==> config.mk <==
export PLATFORM = sky130hd
export DESIGN_NAME = hcs_ctrl
export DESIGN_NICKNAME = d
export VERILOG_FILES = /design/src/hdl/assert_macros.svh /design/src/hdl/hcs_pkg.sv /design/src/hdl/hcs_ctrl.sv
export SDC_FILE = /design/constraint.sdc
export NUM_CORES = 1
export LEC_CHECK = 0
export BUFFER_PORTS_ARGS = -buffer_cell sky130_fd_sc_hd__buf_2
export CAP_MARGIN = 20
export CORE_AREA = 3 3 40 42
export CTS_BUF_LIST = sky130_fd_sc_hd__clkbuf_8
export DETAILED_ROUTE_END_ITERATION = 12
export DIE_AREA = 0 0 43 45
export GPL_TIMING_DRIVEN = 1
export PLACE_DENSITY = 0.38
export SLEW_MARGIN = 10
export SYNTH_ARGS = -nofsm -noshare
export SYNTH_HDL_FRONTEND = slang
export SYNTH_SLANG_ARGS = --single-unit
==> constraint.sdc <==
create_clock -name clock -period 2.75 [get_ports clock]
set_clock_uncertainty 0.05 [all_clocks]
set_input_delay 0 -clock clock [delete_from_list [all_inputs] [get_ports clock]]
set_output_delay 0 -clock clock [all_outputs]
set_load 0.02 [all_outputs]
==> src/hdl/assert_macros.svh <==
// ----------------------------------------------------------------------------
// assert_macros.svh
// shared concurrent assertion macros
// ----------------------------------------------------------------------------
`ifndef ASSERT_MACROS_SVH
`define ASSERT_MACROS_SVH

// same-cycle implication
`define HCS_ASSERT_IMPL(label, clk, rst, ante, cons) \
   label: assert property (@(posedge clk) disable iff (rst) (ante) |-> (cons)) \
      else $error("hcs assertion failed");

// next-cycle implication
`define HCS_ASSERT_NEXT(label, clk, rst, ante, cons) \
   label: assert property (@(posedge clk) disable iff (rst) (ante) |=> (cons)) \
      else $error("hcs assertion failed");

`endif

==> src/hdl/hcs_pkg.sv <==
// ----------------------------------------------------------------------------
// hcs_pkg
// shared constants, codes and control types of the contrast stretch block
// ----------------------------------------------------------------------------
`timescale 1ns / 1ps

package hcs_pkg;

   localparam int COUNT_BITS = 21;
   localparam int LEVELS     = 256;
   localparam int LEVEL_BITS = 8;
   localparam int BAR_BITS   = 11;
   localparam int QUOT_BITS  = 11;
   localparam int NUM_BITS   = BAR_BITS + COUNT_BITS;
   localparam int STEP_BITS  = $clog2(QUOT_BITS + 1);

   localparam logic [COUNT_BITS-1:0] COUNT_MAX = {COUNT_BITS{1'b1}};
   localparam logic [LEVEL_BITS-1:0] LEVEL_MAX = {LEVEL_BITS{1'b1}};
   localparam logic [BAR_BITS-1:0]   BAR_MAX   = 11'd1024;
   localparam logic [BAR_BITS-1:0]   BAR_RESET = 11'd256;

   localparam logic [1:0] FUNC_ACCUM   = 2'd0;
   localparam logic [1:0] FUNC_STRETCH = 2'd1;
   localparam logic [1:0] FUNC_COLUMN  = 2'd2;

   typedef struct packed {
      logic accept;
      logic update;
      logic prep;
      logic div_step;
      logic out_load;
   } hcs_cmd_type;

   typedef struct packed {
      logic [1:0] func;
      logic       div_done;
   } hcs_status_type;

endpackage

==> src/hdl/hcs_ctrl.sv <==
// ----------------------------------------------------------------------------
// hcs_ctrl
// sequencing state machine and result valid flag
// ----------------------------------------------------------------------------
`timescale 1ns / 1ps

module hcs_ctrl
   import hcs_pkg::*;
(
   input  logic           clock,
   input  logic           reset,
   input  logic           req_tvalid,
   output logic           req_tready,
   output logic           rsp_tvalid,
   input  logic           rsp_tready,
   output hcs_cmd_type    cmd,
   input  hcs_status_type status
);

   localparam logic [1:0] S_IDLE   = 2'd0;
   localparam logic [1:0] S_EXEC   = 2'd1;
   localparam logic [1:0] S_DIV    = 2'd2;
   localparam logic [1:0] S_FINISH = 2'd3;

   logic [1:0] state_ff, state_in;
   logic       rsp_valid_ff, rsp_valid_in;

   assign req_tready = state_ff == S_IDLE;

   always_comb begin
      state_in     = state_ff;
      cmd          = '0;
      cmd.accept   = req_tvalid && req_tready;
      case (state_ff)
         S_IDLE: begin
            if (cmd.accept) begin
               state_in = S_EXEC;
            end
         end
         S_EXEC: begin
            if (status.func == FUNC_ACCUM) begin
               cmd.update = 1'b1;
               state_in   = S_IDLE;
            end else if (status.func inside {FUNC_STRETCH, FUNC_COLUMN}) begin
               cmd.prep = 1'b1;
               state_in = S_DIV;
            end else begin
               state_in = S_IDLE;
            end
         end
         S_DIV: begin
            if (status.div_done) begin
               state_in = S_FINISH;
            end else begin
               cmd.div_step = 1'b1;
            end
         end
         S_FINISH: begin
            if (!rsp_valid_ff || rsp_tready) begin
               cmd.out_load = 1'b1;
               state_in     = S_IDLE;
            end
         end
         default: begin
            state_in = S_IDLE;
         end
      endcase

      if (cmd.out_load) begin
         rsp_valid_in = 1'b1;
      end else if (rsp_tready) begin
         rsp_valid_in = 1'b0;
      end else begin
         rsp_valid_in = rsp_valid_ff;
      end
   end

   always_ff @(posedge clock) begin
      if (reset) begin
         state_ff     <= S_IDLE;
         rsp_valid_ff <= 1'b0;
      end else begin
         state_ff     <= state_in;
         rsp_valid_ff <= rsp_valid_in;
      end
   end

   assign rsp_tvalid = rsp_valid_ff;

endmodule

# Yosys cells after proc, flatten, opt, wreduce, memory -nomap -nowiden

Cells that the tools add are included.

Equal/unequal tests: 8
Multiplexer cells: 16
Reduce and logical (&&, ||, !) cells: 8

Operators by type and width:

| cell                 | count |
|---|---|
| $mux W2              | 6 |
| $mux W1              | 9 |
| $pmux W2 S4          | 1 |
| $eq A2 B2 Y1 const B | 3 |
| $eq A2 B1 Y1 const B | 2 |
| $logic_not A2 Y1     | 2 |
| $ne A2 B2 Y1 const B | 2 |
| $reduce_bool A2 Y1   | 2 |
| $reduce_and A3 Y1    | 1 |
| $ne A2 B1 Y1 const B | 1 |
| $logic_and A1 B1 Y1  | 1 |
| $logic_not A1 Y1     | 1 |
| $logic_or A1 B1 Y1   | 1 |

Input bits: 7
Output and inout port bits: 7
Logic and storage cells: 34
Flip-flop bits (word level): 3

# Longest topological paths before layout

Gate-level depths: netlist (run 1).

Word-level depth: 5
Gate-level depth with buffers: 4

# Worst setup path after synthesis (run 1)

OpenSTA, ideal clock, no wires.

Kind: reg-to-output
From: register state_ff[0]
To: output port cmd[4] (netlist bit)
Cell stages (with the launch flop): 3
Slack: 1.745 ns
Data arrival time: 0.955 ns
Required time: 2.700 ns
Cells stage by stage: dfxtp_1 > nor2_1 > and2_1

RTL lines:

| what                     | line           | RTL |
|---|---|---|
| start: declaration       | hcs_ctrl.sv:25 | `logic [1:0] state_ff, state_in;` |
| start signal: assignment | hcs_ctrl.sv:83 | `state_ff <= state_in;` |
| end: declaration         | hcs_ctrl.sv:16 | `output hcs_cmd_type cmd,` |

==> results of run 1 <==
## worst max-delay path by stage
| stage | cells past startpoint | to | slack [ps] |
|---|---|---|---|
| 2_1_floorplan | 2 | cmd[4] | 1750 |
| 3_3_place_gp | 3 | state_ff[0]$_SDFFE_PP0P_ | 1790 |
| 3_5_place_dp | 2 | register | 1750 |
| 4_1_cts | 3 | cmd[0] | 1670 |
| 5_1_grt | 2 | cmd[1] | 1530 |
| 6_report | 2 | cmd[2] | 1680 |
## power groups by stage
stage          Combinational [uW]  Sequential [uW]  Clock [uW]
6_report                     27.5             48.9         123
5_1_grt                      30.9             49.5         132
4_1_cts                      28.2             49.0         129
3_5_place_dp                 27.1             49.6           0
3_3_place_gp                 27.0             49.4           0
2_1_floorplan                16.7             49.1           0
## logic make-up (layout without fill, tap and decap cells)
| family | after synthesis | after routing | synth area share (%) |
|---|---|---|---|
| AND/OR/NAND/NOR | 9 | 9 | 30.9 |
| AO/OA/AOI/OAI | 4 | 4 | 16.8 |
| flip-flops | 3 | 3 | 32.2 |
| multiplexers | 1 | 1 | 5.37 |
| adder cells (fa/ha/maj) | 1 | 1 | 6.71 |
| buffers and inverters | 3 | 20 | 8.06 |
## worst register-to-register path: cells and delay by family (launching register included)
family             cells  cell delay [ps]
and+or+nand+nor        1              240
AOI/OAI and AO/OA      1              180
DFF                    1              410
## timing repair
| item | 4_1_cts | 5_1_grt |
|---|---|---|
| endpoints found under the setup margin | 0 | 0 |
| endpoints found under the hold margin | 2 | 0 |
| hold buffers | 1 | 0 |
| setup buffers | 0 | 0 |
## cell usage after synthesis
cell type  count  share of area [%]
dfxtp_1        3                 32
and3b_2        2                 11
inv_1          2                4.0
nor2_1         2                4.0
a21boi_0       1                4.0
a21oi_1        1                2.7
and2_1         1                3.4
buf_4          1                4.0
ha_1           1                6.7
mux2i_1        1                5.4
nand2_1        1                2.0
nand2b_1       1                3.4
nor2b_1        1                3.4
nor3b_1        1                4.0
o21ba_1        1                5.4
o22a_1         1                4.7
## metal layers
metal,GRT usage [%],share of wire [%],vias up
li1,-,-,104
met1,6.73,41,77
met2,6.59,49,8
met3,2.79,10,0
met4,9.04,0,0
met5,0,0,-
## area by class of cell
| type | count | share of cell area [%] |
|---|---|---|
| timing repair buffer | 14 | 23.6 |
| sequential | 3 | 18.9 |
| clock inverter | 1 | 1.18 |
| inverter | 2 | 2.36 |
| clock buffer | 3 | 13.0 |
| multi-input combinational | 15 | 35.0 |
| tap | 15 | 5.91 |
## metrics by stage
step                total power [uW]  instance area [um^2]  utilization [%]  hold slack [ps]
global route                     213                   318             24.7              119
detailed placement              76.7                   263             20.4              143
floorplan                       65.8                   186                -             19.1
finish                           200                   318             24.7             67.8
global placement                76.4                   263             20.4              147
CTS                              206                   318             24.7             69.0
==> flow_summary_export.csv, run 1 <==
group,metric,value,unit
run_status,outcome,"finished, final reports clean",
sta,fmax,938,MHz
worst_setup_path,r2r_setup_slack,1760,ps
power_and_ir_drop,vdd_drop_max,207,uV
die,die_area,1940,um^2
sta,drv_slew,0,
global_route,grt_pass1_wl,772,um
global_route,grt_max_degree,8,
clock_tree,cts_resized,0,
placed_design,dpl.cell_count,48,
worst_setup_path,startpoint_type,"register",
job,maxCapViolCount,0,
drt,viasPerCell,3.57,
yosys,synth-seq-area-share,32.2,%
cells_and_area,fillCellCount,146,
clock_tree,cts_tree,"yes",
power_and_ir_drop,power_frac_seq,24.5,%
yosys,syn-num-nets,29,
placed_design,gp_congestion,0.729,
worst_setup_path,critPathTopFamily,"flip-flops",
sta,fin_crit_sh,38.8,%
yosys,syn_area,186,um^2
global_route,grt_pass1_vias,185,
worst_setup_path,critPathMaxFanout,7,
yosys,ys.warnings.count,0,
sta,setup_viol,0,
worst_setup_path,max_stage_delay,410,ps
placed_design,place_hpwl,367,um
cells_and_area,final_cells,53,
power_and_ir_drop,p_sw_share,22.5,%
drt,wl_per_cell,8.26,um
yosys,avgSynthCellArea,8.88,um^2
cells_and_area,layout.nets,47,
clock_tree,cts-root-buf,"clkbuf_8",
placed_design,io_buffers,13,
power_and_ir_drop,internal-power,155,uW
drt,firstDrtPassIters,1,
power_and_ir_drop,p_leak,0.000174,uW
yosys,ys_ff_latch,3,
sta,worstMarginPinSlew,199,ps
sta,slew_headroom,86.7,%
power_and_ir_drop,clkPwrFrac,61.7,%
die,die_h,45,um
worst_setup_path,required,2700,ps
drt,num_vias,189,
sta,tns,0,ps
power_and_ir_drop,comb_power_share,13.8,%
worst_setup_path,arrival,1020,ps
die,start_util,14.5,%
die,pin_count,14,
worst_setup_path,crit_slowest_cell,"dfxtp_1",
clock_tree,cts_htree_levels,1,
min_path,min_to,"rsp_tvalid$_SDFFE_PP0P_",
die,core,1280,um^2
worst_setup_path,path_cells,"and3b_2 -> buf_2",
cells_and_area,mostFrequentLayoutCells,"buf_2 (13), inv_1 (3), dfxtp_1 (3), clkbuf_8 (3)",
worst_setup_path,path_buf_inv,1,
drt,ant_nets,0,
global_route,grt_antenna_before_repair,0,
clock_tree,cts.sinks,3,
min_path,min_from,"rsp_tready",
drt,drt_wl_total,438,um
placed_design,place_ws,1750,ps
worst_setup_path,end_kind,"primary output",
die,die_x,43,um
cells_and_area,drive_gt1_share,47.4,%
worst_setup_path,path_class,"reg -> out",
power_and_ir_drop,powerDensity,629,nW/um^2
cells_and_area,seqCellArea,60.1,um^2
min_path,worstHoldPathType,"in -> reg",
drt,drt-initial-drc-count,0,
die,rows,13,
global_route,globalRoute.totalOverflow,0,
cells_and_area,layout_commonest_cell,"buf_2",
min_path,hold_depth,3,
worst_setup_path,rr_worst_depth,2,
clock_tree,cts_buffers,3,
sta,fin_ws,1680,ps
drt,drc_errors,0,
yosys,ys_types,16,
sta,hold_viol_final,0,
cells_and_area,antenna_cells,0,
cells_and_area,multi_input_area,111,um^2
global_route,grtUsageTotal,5.99,%
clock_tree,cts.path.max_buffers,2,
clock_tree,clk_latency,210,ps
power_and_ir_drop,power.net_switching,45.0,uW
sta,fin_crit,1070,ps
cells_and_area,area_growth,70.5,%
clock_tree,clk_pin_slew_worst_paths,30,ps
sta,grt_setup_unrepaired,"no",
yosys,syn_inst,21,
No activity file was read; power rests on OpenSTA's default activity.
==> run 2, diff against run 1 <==
- clock period: 2.75 -> 1 ns (I/O delays scaled with it)
==> flow_summary_export.csv, run 2 (synthesis results as in run 1) <==
group,metric,value,unit
drt,num_vias,197,
sta,worstMarginPinSlew,125,ps
drt,firstDrtPassIters,2,
min_path,worstHoldPathType,"in -> reg",
global_route,grt_max_degree,8,
global_route,grtUsageMet3,2.79,%
global_route,grt_pass1_vias,182,
clock_tree,cts.path.max_buffers,2,
drt,wl_per_cell,8.45,um
power_and_ir_drop,powerDensity,1480,nW/um^2
worst_setup_path,required,950,ps
cells_and_area,antenna_cells,0,
global_route,grt_antenna_before_repair,0,
sta,fmax,1010,MHz
power_and_ir_drop,p_sw_share,22.7,%
sta,grt_setup_unrepaired,"yes",
drt,viasPerCell,3.58,
cells_and_area,fin_util,30.0,%
cells_and_area,layout_commonest_cell,"buf_2",
job,maxCapViolCount,0,
placed_design,placed_cell_area,263,um^2
sta,fin_ws,13.7,ps
cells_and_area,mostFrequentLayoutCells,"buf_2 (8), buf_4 (4), inv_1 (3), clkbuf_8 (3), buf_6 (3)",
die,rows,13,
die,pin_count,14,
power_and_ir_drop,clkPwrFrac,59.5,%
clock_tree,cts.sinks,3,
worst_setup_path,path_class,"reg -> out",
die,start_util,14.5,%
cells_and_area,fillCellCount,150,
global_route,grt_pass1_wl,759,um
clock_tree,cts-root-buf,"clkbuf_8",
placed_design,place_ws,0.822,ps
die,core,1280,um^2
drt,ant_nets,0,
clock_tree,cts_htree_levels,1,
sta,slew_headroom,91.4,%
die,die_h,45,um
drt,drt-initial-drc-count,1,
clock_tree,clk_pin_slew_worst_paths,30,ps
cells_and_area,fin_area,385,um^2
global_route,globalRoute.totalOverflow,0,
cells_and_area,layout.nets,49,
power_and_ir_drop,internal-power,440,uW
global_route,grtUsageMet2,6.59,%
worst_setup_path,end_kind,"primary output",
drt,drt_wl_total,465,um
power_and_ir_drop,p_leak,0.000198,uW
power_and_ir_drop,power.net_switching,129,uW
clock_tree,cts_buffers,3,
sta,drv_slew,0,
power_and_ir_drop,vdd_drop_max,622,uV
worst_setup_path,arrival,940,ps
cells_and_area,drive_gt1_share,70.0,%
global_route,busiest_layer,"met4",
sta,hold_slack,107,ps
global_route,use_met1,6.49,%
cells_and_area,area_growth,107,%
placed_design,gp_congestion,0.729,
die,die_area,1940,um^2
power_and_ir_drop,comb_power_share,16.6,%
clock_tree,clk_latency,210,ps
worst_setup_path,startpoint_type,"register",
worst_setup_path,crit_slowest_cell,"dfxtp_4",
sta,fin_crit_sh,98.6,%
sta,setup_viol,0,
placed_design,place_hpwl,367,um
global_route,grtUsageTotal,5.91,%
sta,hold_viol_final,0,
worst_setup_path,critPathMaxFanout,7,
die,die_x,43,um
drt,drc_errors,0,
worst_setup_path,max_stage_delay,370,ps
clock_tree,cts_tree,"yes",
power_and_ir_drop,power_frac_seq,23.8,%
worst_setup_path,path_cells,"and3b_2 -> buf_6",
sta,fin_crit,986,ps
placed_design,io_buffers,13,
run_status,outcome,"finished, final reports clean",
## run 2: final timing paths
check | to | cells after the start | from | slack [ps]
worst max register to register | register | 2 | register | 70
worst min-delay path | rsp_tvalid$_SDFFE_PP0P_ | 4 | rsp_tready | 110
worst max-delay path | cmd[2] | 2 | register | 10
worst min register to register | rsp_tvalid$_SDFFE_PP0P_ | 2 | state_ff[0]$_SDFFE_PP0P_ | 480
## run 2: critical path: cells and delay by family, from the launching register on
| kind | cells | cell delay [ps] |
|---|---|---|
| buf+inv | 1 | 130 |
| simple gates | 1 | 220 |
| flops | 1 | 370 |
## run 2: power by group through the flow
stage	registers [uW]	logic, uW	clock network, uW
6_report	136	94.8	339
5_1_grt	137	104	362
4_1_cts	134	83.6	355
3_5_place_dp	136	74.5	0
3_3_place_gp	136	74.3	0
2_1_floorplan	135	45.9	0
## run 2: final cells by class
cell class | count | area [um^2] | area share [%]
Clock buffer | 3 | 41.3 | 10.7
Inverter | 2 | 7.51 | 1.95
Sequential cell | 3 | 68.8 | 17.9
Tap cell | 15 | 18.8 | 4.87
Multi-Input combinational cell | 15 | 131 | 34.1
Clock inverter | 1 | 3.75 | 0.974
Timing Repair Buffer | 16 | 114 | 29.5
## run 2: routing by layer
layer	share of wire, %	routed length [um]
met1	42	193
met4	0	0
met2	48	224
met5	0	0
met3	9.9	46
## run 2: per-stage QoR
stage | power (uW) | std cells | TNS (ps)
finish | 570 | 55 | 0
global route | 603 | 55 | -55.1
CTS | 573 | 53 | -0.258
detailed placement | 211 | 48 | 0
global placement | 210 | 48 | 0
floorplan | 181 | 21 | -4.66
## run 2: what timing repair did
action	CTS	global route
endpoints found under the hold margin	2	0
pin swaps	0	0
endpoints found under the setup margin	5	5
gates resized for setup	7	11
setup buffers	0	2
hold buffers	1	0
